File: config.mk
export PLATFORM = sky130hd
export DESIGN_NAME = reprojection_inlier_check
export DESIGN_NICKNAME = d
export VERILOG_FILES = /design/src/design/ric_pkg.sv /design/src/design/ric_mac.sv /design/src/design/ric_div.sv /design/src/design/ric_core.sv /design/src/design/reprojection_inlier_check.sv
export VERILOG_INCLUDE_DIRS = /design/src /design/src/design
export SDC_FILE = /design/constraint.sdc
export NUM_CORES = 2
export LEC_CHECK = 0
export BUFFER_PORTS_ARGS = -buffer_cell sky130_fd_sc_hd__buf_2
export CORE_ASPECT_RATIO = 0.6
export CORE_UTILIZATION = 35
export DETAILED_ROUTE_END_ITERATION = 10
export PLACE_DENSITY_LB_ADDON = 0.12
export SLEW_MARGIN = 40
export SYNTH_ARGS = -nofsm -noshare
export SYNTH_HDL_FRONTEND = slang
export SYNTH_HIERARCHICAL = 1
export SYNTH_SLANG_ARGS = --single-unit
File: constraint.sdc
create_clock -name clk -period 29.9 [get_ports clk]
set_clock_uncertainty 0.2 [all_clocks]
set_input_delay 2.99 -clock clk [delete_from_list [all_inputs] [get_ports clk]]
set_output_delay 2.99 -clock clk [all_outputs]
set_load 0.05 [all_outputs]
File: src/design/reprojection_inlier_check_defines.svh
// ----------------------------------------------------------------------------
// reprojection inlier check assertion macros
// concurrent checks on clk, disabled while arst_n is low
// ----------------------------------------------------------------------------
`ifndef REPROJECTION_INLIER_CHECK_DEFINES_SVH
`define REPROJECTION_INLIER_CHECK_DEFINES_SVH
`ifndef NO_ASSERTIONS
`define RIC_ASSERT(lbl, expr, msg) \
	lbl: assert property (@(posedge clk) disable iff (!arst_n) (expr)) else $error(msg);
`define RIC_ASSERT_IMPL(lbl, ante, cons, msg) \
	lbl: assert property (@(posedge clk) disable iff (!arst_n) (ante) |-> (cons)) else $error(msg);
`define RIC_ASSERT_NEXT(lbl, ante, cons, msg) \
	lbl: assert property (@(posedge clk) disable iff (!arst_n) (ante) |=> (cons)) else $error(msg);
`else
`define RIC_ASSERT(lbl, expr, msg)
`define RIC_ASSERT_IMPL(lbl, ante, cons, msg)
`define RIC_ASSERT_NEXT(lbl, ante, cons, msg)
`endif
`endif

File: src/design/ric_pkg.sv
// ----------------------------------------------------------------------------
// ric_pkg
// shared types, constants and field extraction for the inlier check
// ----------------------------------------------------------------------------
package ric_pkg;

	localparam int MAX_POINTS = 4096;
	localparam int COUNT_W    = 13;
	localparam logic [COUNT_W-1:0] COUNT_CAP =
		COUNT_W'((MAX_POINTS < 8191) ? MAX_POINTS : 8191);

	localparam int PT_W  = 24;  // Q12.12 point coordinate
	localparam int THR_W = 20;  // Q16.4 squared pixel bound
	localparam int X_W   = 42;  // transformed coordinate, Q.26
	localparam int A_W   = 17;  // mac narrow operand
	localparam int ACC_W = 59;  // mac accumulator
	localparam int N_W   = 58;  // division numerator f * X
	localparam int Q_W   = 57;  // unsigned quotient magnitude
	localparam int D_W   = 41;  // divisor magnitude
	localparam int DIFF_CLAMP = 4096;

	localparam logic [2:0] REG_ROT0  = 3'd0;
	localparam logic [2:0] REG_ROT1  = 3'd1;
	localparam logic [2:0] REG_ROT2  = 3'd2;
	localparam logic [2:0] REG_TRANS = 3'd3;
	localparam logic [2:0] REG_K1    = 3'd4;
	localparam logic [2:0] REG_K2    = 3'd5;

	localparam logic [47:0] ROT0_RST = 48'h4000_0000_0000;
	localparam logic [47:0] ROT1_RST = 48'h0000_4000_0000;
	localparam logic [47:0] ROT2_RST = 48'h0000_0000_4000;

	typedef struct packed {
		logic [47:0] rot0;
		logic [47:0] rot1;
		logic [47:0] rot2;
		logic [62:0] trans;
		logic [63:0] k1;
		logic [63:0] k2;
	} cfg_t;

	typedef struct packed {
		logic signed [PT_W-1:0] p1x;
		logic signed [PT_W-1:0] p1y;
		logic signed [PT_W-1:0] p1z;
		logic signed [PT_W-1:0] p2x;
		logic signed [PT_W-1:0] p2y;
		logic signed [PT_W-1:0] p2z;
		logic [THR_W-1:0]       thr1;
		logic [THR_W-1:0]       thr2;
		logic                   last;
	} item_t;

	typedef struct packed {
		logic               is_inlier;
		logic [COUNT_W-1:0] count;
		logic               end_of_set;
	} res_t;

	typedef struct packed {
		logic                    en;
		logic                    clr;
		logic signed [A_W-1:0]   a;
		logic signed [X_W-1:0]   b;
		logic signed [ACC_W-1:0] addend;
	} mac_req_t;

	typedef struct packed {
		logic                  start;
		logic signed [N_W-1:0] num;
		logic [D_W-1:0]        den;
	} div_req_t;

	function automatic logic signed [15:0] rot_entry(input cfg_t c, input logic [1:0] r,
		input logic [1:0] col);
		logic [47:0] row;
		logic [47:0] sh;
		begin
			unique case (r)
				2'd0: row = c.rot0;
				2'd1: row = c.rot1;
				default: row = c.rot2;
			endcase
			unique case (col)
				2'd0: sh = row >> 32;
				2'd1: sh = row >> 16;
				default: sh = row;
			endcase
			return $signed(sh[15:0]);
		end
	endfunction

	function automatic logic signed [20:0] trans_entry(input cfg_t c, input logic [1:0] i);
		logic [62:0] sh;
		begin
			unique case (i)
				2'd0: sh = c.trans >> 42;
				2'd1: sh = c.trans >> 21;
				default: sh = c.trans;
			endcase
			return $signed(sh[20:0]);
		end
	endfunction

endpackage

File: src/design/ric_mac.sv
// ----------------------------------------------------------------------------
// ric_mac
// shared signed multiply-accumulate unit, one product per enabled cycle
// ----------------------------------------------------------------------------
module ric_mac (
	input  logic                             clk,
	input  logic                             arst_n,
	input  ric_pkg::mac_req_t                req,
	output logic signed [ric_pkg::ACC_W-1:0] acc
);
	import ric_pkg::*;

	logic signed [ACC_W-1:0] prod;
	logic signed [ACC_W-1:0] acc_q;

	assign prod = ACC_W'(req.a) * ACC_W'(req.b);
	assign acc  = acc_q;

	always_ff @(posedge clk or negedge arst_n) begin
		if (!arst_n) begin
			acc_q <= '0;
		end else if (req.en) begin
			acc_q <= (req.clr ? req.addend : acc_q) + prod;
		end
	end

endmodule

File: src/design/ric_div.sv
// ----------------------------------------------------------------------------
// ric_div
// restoring divider, one quotient bit per cycle, truncates toward zero
// ----------------------------------------------------------------------------
module ric_div (
	input  logic                           clk,
	input  logic                           arst_n,
	input  ric_pkg::div_req_t              req,
	output logic                           done,
	output logic signed [ric_pkg::N_W-1:0] quo
);
	import ric_pkg::*;

	logic [D_W-1:0] rem_q;
	logic [Q_W-1:0] quo_q;
	logic [D_W-1:0] den_q;
	logic           neg_q;
	logic           busy_q;
	logic           done_q;
	logic [5:0]     cnt_q;
	logic [D_W+1:0] trial;
	logic [N_W-1:0] mag;

	assign mag   = req.num[N_W-1] ? N_W'(-req.num) : N_W'(req.num);
	assign trial = {1'b0, rem_q, quo_q[Q_W-1]} - {2'b00, den_q};
	assign done  = done_q;
	assign quo   = neg_q ? -$signed({1'b0, quo_q}) : $signed({1'b0, quo_q});

	always_ff @(posedge clk or negedge arst_n) begin
		if (!arst_n) begin
			busy_q <= 1'b0;
			done_q <= 1'b0;
			cnt_q  <= '0;
		end else begin
			done_q <= 1'b0;
			if (req.start) begin
				busy_q <= 1'b1;
				cnt_q  <= 6'(Q_W);
			end else if (busy_q) begin
				cnt_q <= cnt_q - 6'd1;
				if (cnt_q == 6'd1) begin
					busy_q <= 1'b0;
					done_q <= 1'b1;
				end
			end
		end
	end

	always_ff @(posedge clk) begin
		if (req.start) begin
			rem_q <= '0;
			quo_q <= mag[Q_W-1:0];
			den_q <= req.den;
			neg_q <= req.num[N_W-1];
		end else if (busy_q) begin
			// trial subtract, keep the shifted remainder on borrow
			if (trial[D_W+1]) begin
				rem_q <= {rem_q[D_W-2:0], quo_q[Q_W-1]};
			end else begin
				rem_q <= trial[D_W-1:0];
			end
			quo_q <= {quo_q[Q_W-2:0], ~trial[D_W+1]};
		end
	end

endmodule

File: src/design/ric_core.sv
// ----------------------------------------------------------------------------
// ric_core
// sequencer: rigid transforms, depth check, eight projections, error test, inlier count
// ----------------------------------------------------------------------------
`include "reprojection_inlier_check_defines.svh"
module ric_core (
	input  logic            clk,
	input  logic            arst_n,
	input  ric_pkg::cfg_t   cfg,
	input  logic            in_valid,
	output logic            in_ready,
	input  ric_pkg::item_t  in_item,
	output logic            res_valid,
	input  logic            res_ready,
	output ric_pkg::res_t   res
);
	import ric_pkg::*;

	localparam logic [3:0] ST_IDLE = 4'd0;
	localparam logic [3:0] ST_XF   = 4'd1;
	localparam logic [3:0] ST_XW   = 4'd2;
	localparam logic [3:0] ST_CHK  = 4'd3;
	localparam logic [3:0] ST_MUL  = 4'd4;
	localparam logic [3:0] ST_DIV  = 4'd5;
	localparam logic [3:0] ST_DWT  = 4'd6;
	localparam logic [3:0] ST_SQ   = 4'd7;
	localparam logic [3:0] ST_CMP  = 4'd8;
	localparam logic [3:0] ST_OUT  = 4'd9;

	logic [3:0]               state_q;
	logic [2:0]               vi_q;
	logic [1:0]               ti_q;
	logic [2:0]               pix_q;
	logic [1:0]               sq_q;
	logic                     st_pend_q;
	logic [2:0]               st_idx_q;
	logic                     ok1_q;
	logic                     inl_q;
	logic [COUNT_W-1:0]       cnt_q;
	logic [COUNT_W-1:0]       cnt_new;

	item_t                    item_q;
	logic signed [X_W-1:0]    vec_q [6];
	logic signed [ACC_W-1:0]  hold_q;
	logic [12:0]              dabs_q [4];

	mac_req_t                 mac_req;
	logic signed [ACC_W-1:0]  acc;
	div_req_t                 div_req;
	logic                     div_done;
	logic signed [N_W-1:0]    div_quo;

	logic [1:0]               vec_i;
	logic signed [PT_W-1:0]   p1sel;
	logic signed [PT_W-1:0]   p2sel;
	logic signed [X_W-1:0]    xsel;
	logic signed [X_W-1:0]    zsel;
	logic [63:0]              ksel;
	logic [15:0]              fsel;
	logic [15:0]              csel;
	logic signed [ACC_W-1:0]  pixel;
	logic signed [ACC_W:0]    diff;
	logic [ACC_W:0]           mag;
	logic [12:0]              dclamp;
	logic                     depth_ok;

	ric_mac u_mac (
		.clk    (clk),
		.arst_n (arst_n),
		.req    (mac_req),
		.acc    (acc)
	);

	ric_div u_div (
		.clk    (clk),
		.arst_n (arst_n),
		.req    (div_req),
		.done   (div_done),
		.quo    (div_quo)
	);

	assign in_ready  = (state_q == ST_IDLE);
	assign res_valid = (state_q == ST_OUT);
	assign cnt_new   = (inl_q && (cnt_q < COUNT_CAP)) ? cnt_q + COUNT_W'(1) : cnt_q;
	assign res       = '{is_inlier: inl_q, count: cnt_new, end_of_set: item_q.last};

	// transform term selection
	assign vec_i = (vi_q < 3'd3) ? vi_q[1:0] : 2'(vi_q - 3'd3);

	always_comb begin
		unique case (ti_q)
			2'd0: begin
				p1sel = item_q.p1x;
				p2sel = item_q.p2x;
			end
			2'd1: begin
				p1sel = item_q.p1y;
				p2sel = item_q.p2y;
			end
			default: begin
				p1sel = item_q.p1z;
				p2sel = item_q.p2z;
			end
		endcase
	end

	// projection operand selection
	always_comb begin
		unique case (pix_q)
			3'd0: begin
				xsel = X_W'(item_q.p1x) <<< 14;
				zsel = X_W'(item_q.p1z) <<< 14;
			end
			3'd1: begin
				xsel = vec_q[0];
				zsel = vec_q[2];
			end
			3'd2: begin
				xsel = X_W'(item_q.p1y) <<< 14;
				zsel = X_W'(item_q.p1z) <<< 14;
			end
			3'd3: begin
				xsel = vec_q[1];
				zsel = vec_q[2];
			end
			3'd4: begin
				xsel = vec_q[3];
				zsel = vec_q[5];
			end
			3'd5: begin
				xsel = X_W'(item_q.p2x) <<< 14;
				zsel = X_W'(item_q.p2z) <<< 14;
			end
			3'd6: begin
				xsel = vec_q[4];
				zsel = vec_q[5];
			end
			default: begin
				xsel = X_W'(item_q.p2y) <<< 14;
				zsel = X_W'(item_q.p2z) <<< 14;
			end
		endcase
		ksel = pix_q[2] ? cfg.k2 : cfg.k1;
		fsel = pix_q[1] ? ksel[47:32] : ksel[63:48];
		csel = pix_q[1] ? ksel[15:0] : ksel[31:16];
	end

	assign pixel  = ACC_W'(div_quo) + $signed({43'd0, csel});
	assign diff   = (ACC_W+1)'(hold_q) - (ACC_W+1)'(pixel);
	assign mag    = diff[ACC_W] ? (ACC_W+1)'(-diff) : (ACC_W+1)'(diff);
	assign dclamp = (mag > (ACC_W+1)'(DIFF_CLAMP)) ? 13'(DIFF_CLAMP) : mag[12:0];

	assign depth_ok = (item_q.p1z > 0) && (item_q.p2z > 0) && (vec_q[2] > 0) && (vec_q[5] > 0);

	always_comb begin
		mac_req = '0;
		div_req = '0;
		div_req.num = N_W'(acc);
		div_req.den = zsel[D_W-1:0];
		unique case (state_q)
			ST_XF: begin
				mac_req.en  = 1'b1;
				mac_req.clr = (ti_q == 2'd0);
				if (vi_q < 3'd3) begin
					mac_req.a      = A_W'(rot_entry(cfg, vec_i, ti_q));
					mac_req.b      = X_W'(p2sel);
					mac_req.addend = ACC_W'(trans_entry(cfg, vec_i)) <<< 14;
				end else begin
					mac_req.a = A_W'(rot_entry(cfg, ti_q, vec_i));
					mac_req.b = X_W'(p1sel) - X_W'(trans_entry(cfg, ti_q));
				end
			end
			ST_MUL: begin
				mac_req.en  = 1'b1;
				mac_req.clr = 1'b1;
				mac_req.a   = $signed({1'b0, fsel});
				mac_req.b   = xsel;
			end
			ST_DIV: begin
				div_req.start = 1'b1;
			end
			ST_SQ: begin
				mac_req.en  = 1'b1;
				mac_req.clr = ~sq_q[0];
				mac_req.a   = $signed({4'd0, dabs_q[sq_q]});
				mac_req.b   = $signed({29'd0, dabs_q[sq_q]});
			end
			default: begin
			end
		endcase
	end

	always_ff @(posedge clk or negedge arst_n) begin
		if (!arst_n) begin
			state_q   <= ST_IDLE;
			vi_q      <= '0;
			ti_q      <= '0;
			pix_q     <= '0;
			sq_q      <= '0;
			st_pend_q <= 1'b0;
			st_idx_q  <= '0;
			ok1_q     <= 1'b0;
			inl_q     <= 1'b0;
			cnt_q     <= '0;
		end else begin
			st_pend_q <= (state_q == ST_XF) && (ti_q == 2'd2);
			st_idx_q  <= vi_q;
			unique case (state_q)
				ST_IDLE: begin
					if (in_valid) begin
						state_q <= ST_XF;
						vi_q    <= '0;
						ti_q    <= '0;
					end
				end
				ST_XF: begin
					if (ti_q == 2'd2) begin
						ti_q <= '0;
						vi_q <= vi_q + 3'd1;
						if (vi_q == 3'd5) begin
							state_q <= ST_XW;
						end
					end else begin
						ti_q <= ti_q + 2'd1;
					end
				end
				ST_XW: begin
					state_q <= ST_CHK;
				end
				ST_CHK: begin
					pix_q <= '0;
					if (depth_ok) begin
						state_q <= ST_MUL;
					end else begin
						inl_q   <= 1'b0;
						state_q <= ST_OUT;
					end
				end
				ST_MUL: begin
					state_q <= ST_DIV;
				end
				ST_DIV: begin
					state_q <= ST_DWT;
				end
				ST_DWT: begin
					if (div_done) begin
						pix_q <= pix_q + 3'd1;
						if (pix_q == 3'd7) begin
							sq_q    <= '0;
							state_q <= ST_SQ;
						end else begin
							state_q <= ST_MUL;
						end
					end
				end
				ST_SQ: begin
					sq_q <= sq_q + 2'd1;
					// accumulator holds the image-one error here
					if (sq_q == 2'd2) begin
						ok1_q <= acc < $signed({35'd0, item_q.thr1, 4'd0});
					end
					if (sq_q == 2'd3) begin
						state_q <= ST_CMP;
					end
				end
				ST_CMP: begin
					inl_q   <= ok1_q && (acc < $signed({35'd0, item_q.thr2, 4'd0}));
					state_q <= ST_OUT;
				end
				ST_OUT: begin
					if (res_ready) begin
						cnt_q   <= item_q.last ? '0 : cnt_new;
						state_q <= ST_IDLE;
					end
				end
				default: begin
					state_q <= ST_IDLE;
				end
			endcase
		end
	end

	always_ff @(posedge clk) begin
		if (in_valid && in_ready) begin
			item_q <= in_item;
		end
		if (st_pend_q) begin
			vec_q[st_idx_q] <= X_W'(acc);
		end
		if ((state_q == ST_DWT) && div_done) begin
			if (!pix_q[0]) begin
				hold_q <= pixel;
			end else begin
				dabs_q[pix_q[2:1]] <= dclamp;
			end
		end
	end

	`RIC_ASSERT(a_cnt_cap, cnt_q <= COUNT_CAP, "inlier count above cap")
	`RIC_ASSERT_NEXT(a_accept_xf, in_valid && in_ready, state_q == ST_XF, "transfer not followed by transform")
	`RIC_ASSERT_IMPL(a_div_done, div_done, state_q == ST_DWT, "divider finished outside wait")
	`RIC_ASSERT_IMPL(a_div_den, state_q == ST_DIV, zsel > 0, "division with non-positive depth")

endmodule

File: src/design/reprojection_inlier_check.sv
// one item in flight: a new input is accepted only after the last result has left the core;
// a failed depth check skips the projections and the error test
// the serial divider dominates the processing time: eight divisions of 57 one-bit steps
// each, plus the shared multiply-accumulate work for the two rigid transforms
// arst_n clears control, the inlier count and loads identity rotation, zero t and K
// ----------------------------------------------------------------------------
// reprojection_inlier_check
// two-view reprojection error inlier test with a running inlier count
// ----------------------------------------------------------------------------
module reprojection_inlier_check (
	input  logic         clk,
	input  logic         arst_n,
	input  logic         s_tvalid,
	output logic         s_tready,
	// cam1_point_x, y, z, cam2_point_x, y, z, max_error_cam1, max_error_cam2
	input  logic [183:0] s_tdata,
	input  logic         s_tlast,
	output logic         m_tvalid,
	input  logic         m_tready,
	// is_inlier, inlier_count, two zero bits
	output logic [15:0]  m_tdata,
	output logic         m_tlast,
	input  logic         cfg_valid,
	output logic         cfg_ready,
	input  logic [2:0]   cfg_index,
	input  logic [63:0]  cfg_data
);
	import ric_pkg::*;

	cfg_t   cfg_q;
	item_t  item;
	res_t   res;
	logic   res_valid;
	logic   res_ready;
	logic   m_tvalid_q;
	res_t   out_q;

	assign cfg_ready = 1'b1;

	always_ff @(posedge clk or negedge arst_n) begin
		if (!arst_n) begin
			cfg_q.rot0  <= ROT0_RST;
			cfg_q.rot1  <= ROT1_RST;
			cfg_q.rot2  <= ROT2_RST;
			cfg_q.trans <= '0;
			cfg_q.k1    <= '0;
			cfg_q.k2    <= '0;
		end else if (cfg_valid) begin
			unique case (cfg_index)
				REG_ROT0:  cfg_q.rot0  <= cfg_data[47:0];
				REG_ROT1:  cfg_q.rot1  <= cfg_data[47:0];
				REG_ROT2:  cfg_q.rot2  <= cfg_data[47:0];
				REG_TRANS: cfg_q.trans <= cfg_data[62:0];
				REG_K1:    cfg_q.k1    <= cfg_data;
				REG_K2:    cfg_q.k2    <= cfg_data;
				default: begin
				end
			endcase
		end
	end

	assign item.p1x  = $signed(s_tdata[23:0]);
	assign item.p1y  = $signed(s_tdata[47:24]);
	assign item.p1z  = $signed(s_tdata[71:48]);
	assign item.p2x  = $signed(s_tdata[95:72]);
	assign item.p2y  = $signed(s_tdata[119:96]);
	assign item.p2z  = $signed(s_tdata[143:120]);
	assign item.thr1 = s_tdata[163:144];
	assign item.thr2 = s_tdata[183:164];
	assign item.last = s_tlast;

	ric_core u_core (
		.clk       (clk),
		.arst_n    (arst_n),
		.cfg       (cfg_q),
		.in_valid  (s_tvalid),
		.in_ready  (s_tready),
		.in_item   (item),
		.res_valid (res_valid),
		.res_ready (res_ready),
		.res       (res)
	);

	// output register, refilled in the cycle its transfer completes
	assign res_ready = !m_tvalid_q || m_tready;

	always_ff @(posedge clk or negedge arst_n) begin
		if (!arst_n) begin
			m_tvalid_q <= 1'b0;
		end else if (res_ready) begin
			m_tvalid_q <= res_valid;
		end
	end

	always_ff @(posedge clk) begin
		if (res_ready && res_valid) begin
			out_q <= res;
		end
	end

	assign m_tvalid = m_tvalid_q;
	assign m_tdata  = {2'b00, out_q.count, out_q.is_inlier};
	assign m_tlast  = out_q.end_of_set;

endmodule
==> results.md <==
* Status: finished clean
* CTS tree: done
* CP Class: reg -> reg
* Avg Cell Area, Syn at 10.2 um^2
* Hpwl dp at 286,000 um
* First-pass GRT wire length at 531,000 um
* I/O pin cnt at 277
* Max-Cap Viols at 0
* Hold/Removal Path Class: reg -> reg
* Setup crit end kind: flip-flop
* Largest net degree at the start of global routing at 149
* Clock transition at path regs at 0.07 ns
* Drt pass-1 iters at 8
* Final layout net count at 10,600
* RSZ-0062 raised after global routing: false
* Total die area at 0.267 mm^2
* Rows at 145
* Crit Path Max Fanout at 34
* CP peak stage delay at 0.74 ns
* CTS sink cnt at 1,139
* Vias in the first global route at 71,000
* Yosys reg bits at 1,139
* TNS Setup at 0 ns
* Worst skew pair latency at 0.81 ns
* Final period util at 44.2%
* Cell taking the most area after synthesis: edfxtp_1
* # hold bufs at CTS at 0
* Cts bufs inserted at 120
* YS warnings at 6
* Clock Path Buffers at 3
* Buffer count from post-CTS setup fixing at 0
* Total gr overflow at 0
* Slew headroom at 36.8%
* Number of fill cells in the layout at 25,900
* DP Area at 0.0987 mm^2
* # setup viols final at 0
* Die Y at 401 um
* Top-count cell post-synth: inv_1
* Fin crit period at 13.22 ns
* H-tree depth at 3
* RD Place Congestion at 0.968
* Via count at 73,900
* Worst EP required at 30.29 ns
* Main synth FF type: edfxtp_1
* Cell family contributing the most delay on the critical path: compound AO/OA/AOI/OAI gates
* Post-synth top cells: inv_1 (1,087), nand2_1 (1,041), fa_1 (743)
* Critical path buffers and inverters at 7
* Gr usage total at 27.2%
* Asr flop ratio synth at 38.3%
* Fmax achieved at 75.7 MHz
* Critical Path Slowest Stage Cell: dfrtp_4
* Core Region at 0.262 mm^2
* Number of I/O port buffers at 273
* Antenna Nets Post-Route at 0
* Gate count of the mapped netlist at 9,125
* Max Slew Vio Count at 0
* Post-CTS Resized at 0
* Synth cell types at 148
* Layout cells sized above 1 at 14.6%
* Drc violations at 0
* Avg Vias per Cell at 5.73
* Area grow syn2layout at 11.0%
* Final Hold Fails at 0
* Post-synth EDFFs at 662
* Cell mode on critical path: a21oi_1
* Crit start category: flip-flop
* Post-synth top area share at 21.4%
* Starting density of the core at 35.4%
* Hold_ws at 0.266 ns
* Initial DRC count at 9,089
* Crit path DAT at 13.60 ns
* Initial antenna violation count at 21
* Worst Tran Pin Value at 0.948 ns
* Root buffer cell: clkbuf_16
* Synth area leaders: edfxtp_1 (21%), fa_1 (16%), dfrtp_1 (12%)
* Mapped Area at 0.0927 mm^2
* Post-synthesis sequential area ratio at 34.1%
* Final wirelength at 371,000 um
* Post-layout instance area at 0.103 mm^2
* WL/cell at 28.7 um
* Die W at 666 um
## stage by stage
step	instances	worst slack (ns)	util [%]
after floorplan	9139	17.73	-
after global placement	12700	17.07	37.6
after detailed placement	12700	16.91	37.7
after CTS	12900	16.76	39.2
after global routing	12900	15.64	39.3
final	12900	16.68	39.3
## worst min-delay path, cell delays in order (launching register included)
cell	delay [ns]
dfxtp_1	0.30
inv_1	0.05
a221oi_1	0.06
## cells by family after synthesis
logic type | synth area share, %
compound gates | 12.7
xor+xnor | 3.60
fa+ha+maj | 20.5
buf+inv | 6.73
flops | 34.1
mux | 8.58
other cells | 0.0121
simple gates | 13.8
## sequential cells by signal, summed over array words and instances, names as in the netlist, 4 cells and up
register and count:
cfg_q 335, u_core/vec_q 252, u_core/item_q 184, u_core/hold_q 59, u_core/u_mac/acc 59, u_core/u_div/quo_q 57
u_core/dabs_q 52, u_core/u_div/den_q 41, u_core/u_div/rem_q 41, m_tdata 14, u_core/cnt_q 13, u_core/u_div/cnt_q 6
u_core/state_q 4
## final timing paths
kind / startpoint / endpoint / slack (ns) / depth (start not counted)
min in group asynchronous: arst_n / cfg_q[262] / 1.84 / 1
worst max register to register: u_core/ti_q[0] / u_core/u_mac/acc[54] / 16.68 / 47
max in group asynchronous: arst_n / u_core/u_mac/acc[57] / 25.11 / 5
worst min-delay path: u_core/u_div/rem_q[40] / u_core/u_div/rem_q[40] / 0.27 / 2
worst max-delay path: u_core/ti_q[0] / u_core/u_mac/acc[54] / 16.68 / 47
worst min register to register: u_core/u_div/rem_q[40] / u_core/u_div/rem_q[40] / 0.27 / 2
## per-layer routing
| layer | wire (um) | GRT usage (%) | up-vias |
|---|---|---|---|
| li1 | - | - | 32100 |
| met3 | 39100 | 6.30 | 374 |
| met4 | 8790 | 6.08 | 6 |
| met1 | 181000 | 44.2 | 37800 |
| met5 | 41 | 0 | - |
| met2 | 141000 | 35.5 | 3566 |
## cell type report
class / count / area [um^2] / share of cell area [%]
diodes: 5 / 12.5 / 0.0122
clock buffers: 152 / 3210 / 3.12
clock inverters: 72 / 767 / 0.746
inverters: 1090 / 4100 / 3.99
multi-input cells: 6422 / 55600 / 54.1
flip-flops and latches: 1139 / 31600 / 30.8
well taps: 3528 / 4410 / 4.29
repair buffers: 488 / 3110 / 3.03
## cells in the final DEF (no fill, tap or decap), types with 192 or more instances in the layout
| master | Yosys | final |
|---|---|---|
| buf_2 | 25 | 276 |
| a21oi_1 | 386 | 383 |
| mux2_2 | 287 | 287 |
| and2_1 | 238 | 237 |
| dfrtp_1 | 433 | 425 |
| inv_1 | 1087 | 1085 |
| o21ai_0 | 309 | 270 |
| nor2_1 | 460 | 453 |
| edfxtp_1 | 662 | 662 |
| buf_4 | 20 | 192 |
| fa_1 | 743 | 743 |
| ha_1 | 321 | 317 |
| nand2_1 | 1041 | 1040 |
Power is not shown: default switching activity piles up to over one toggle a cycle in this logic, so the estimate is an artifact.
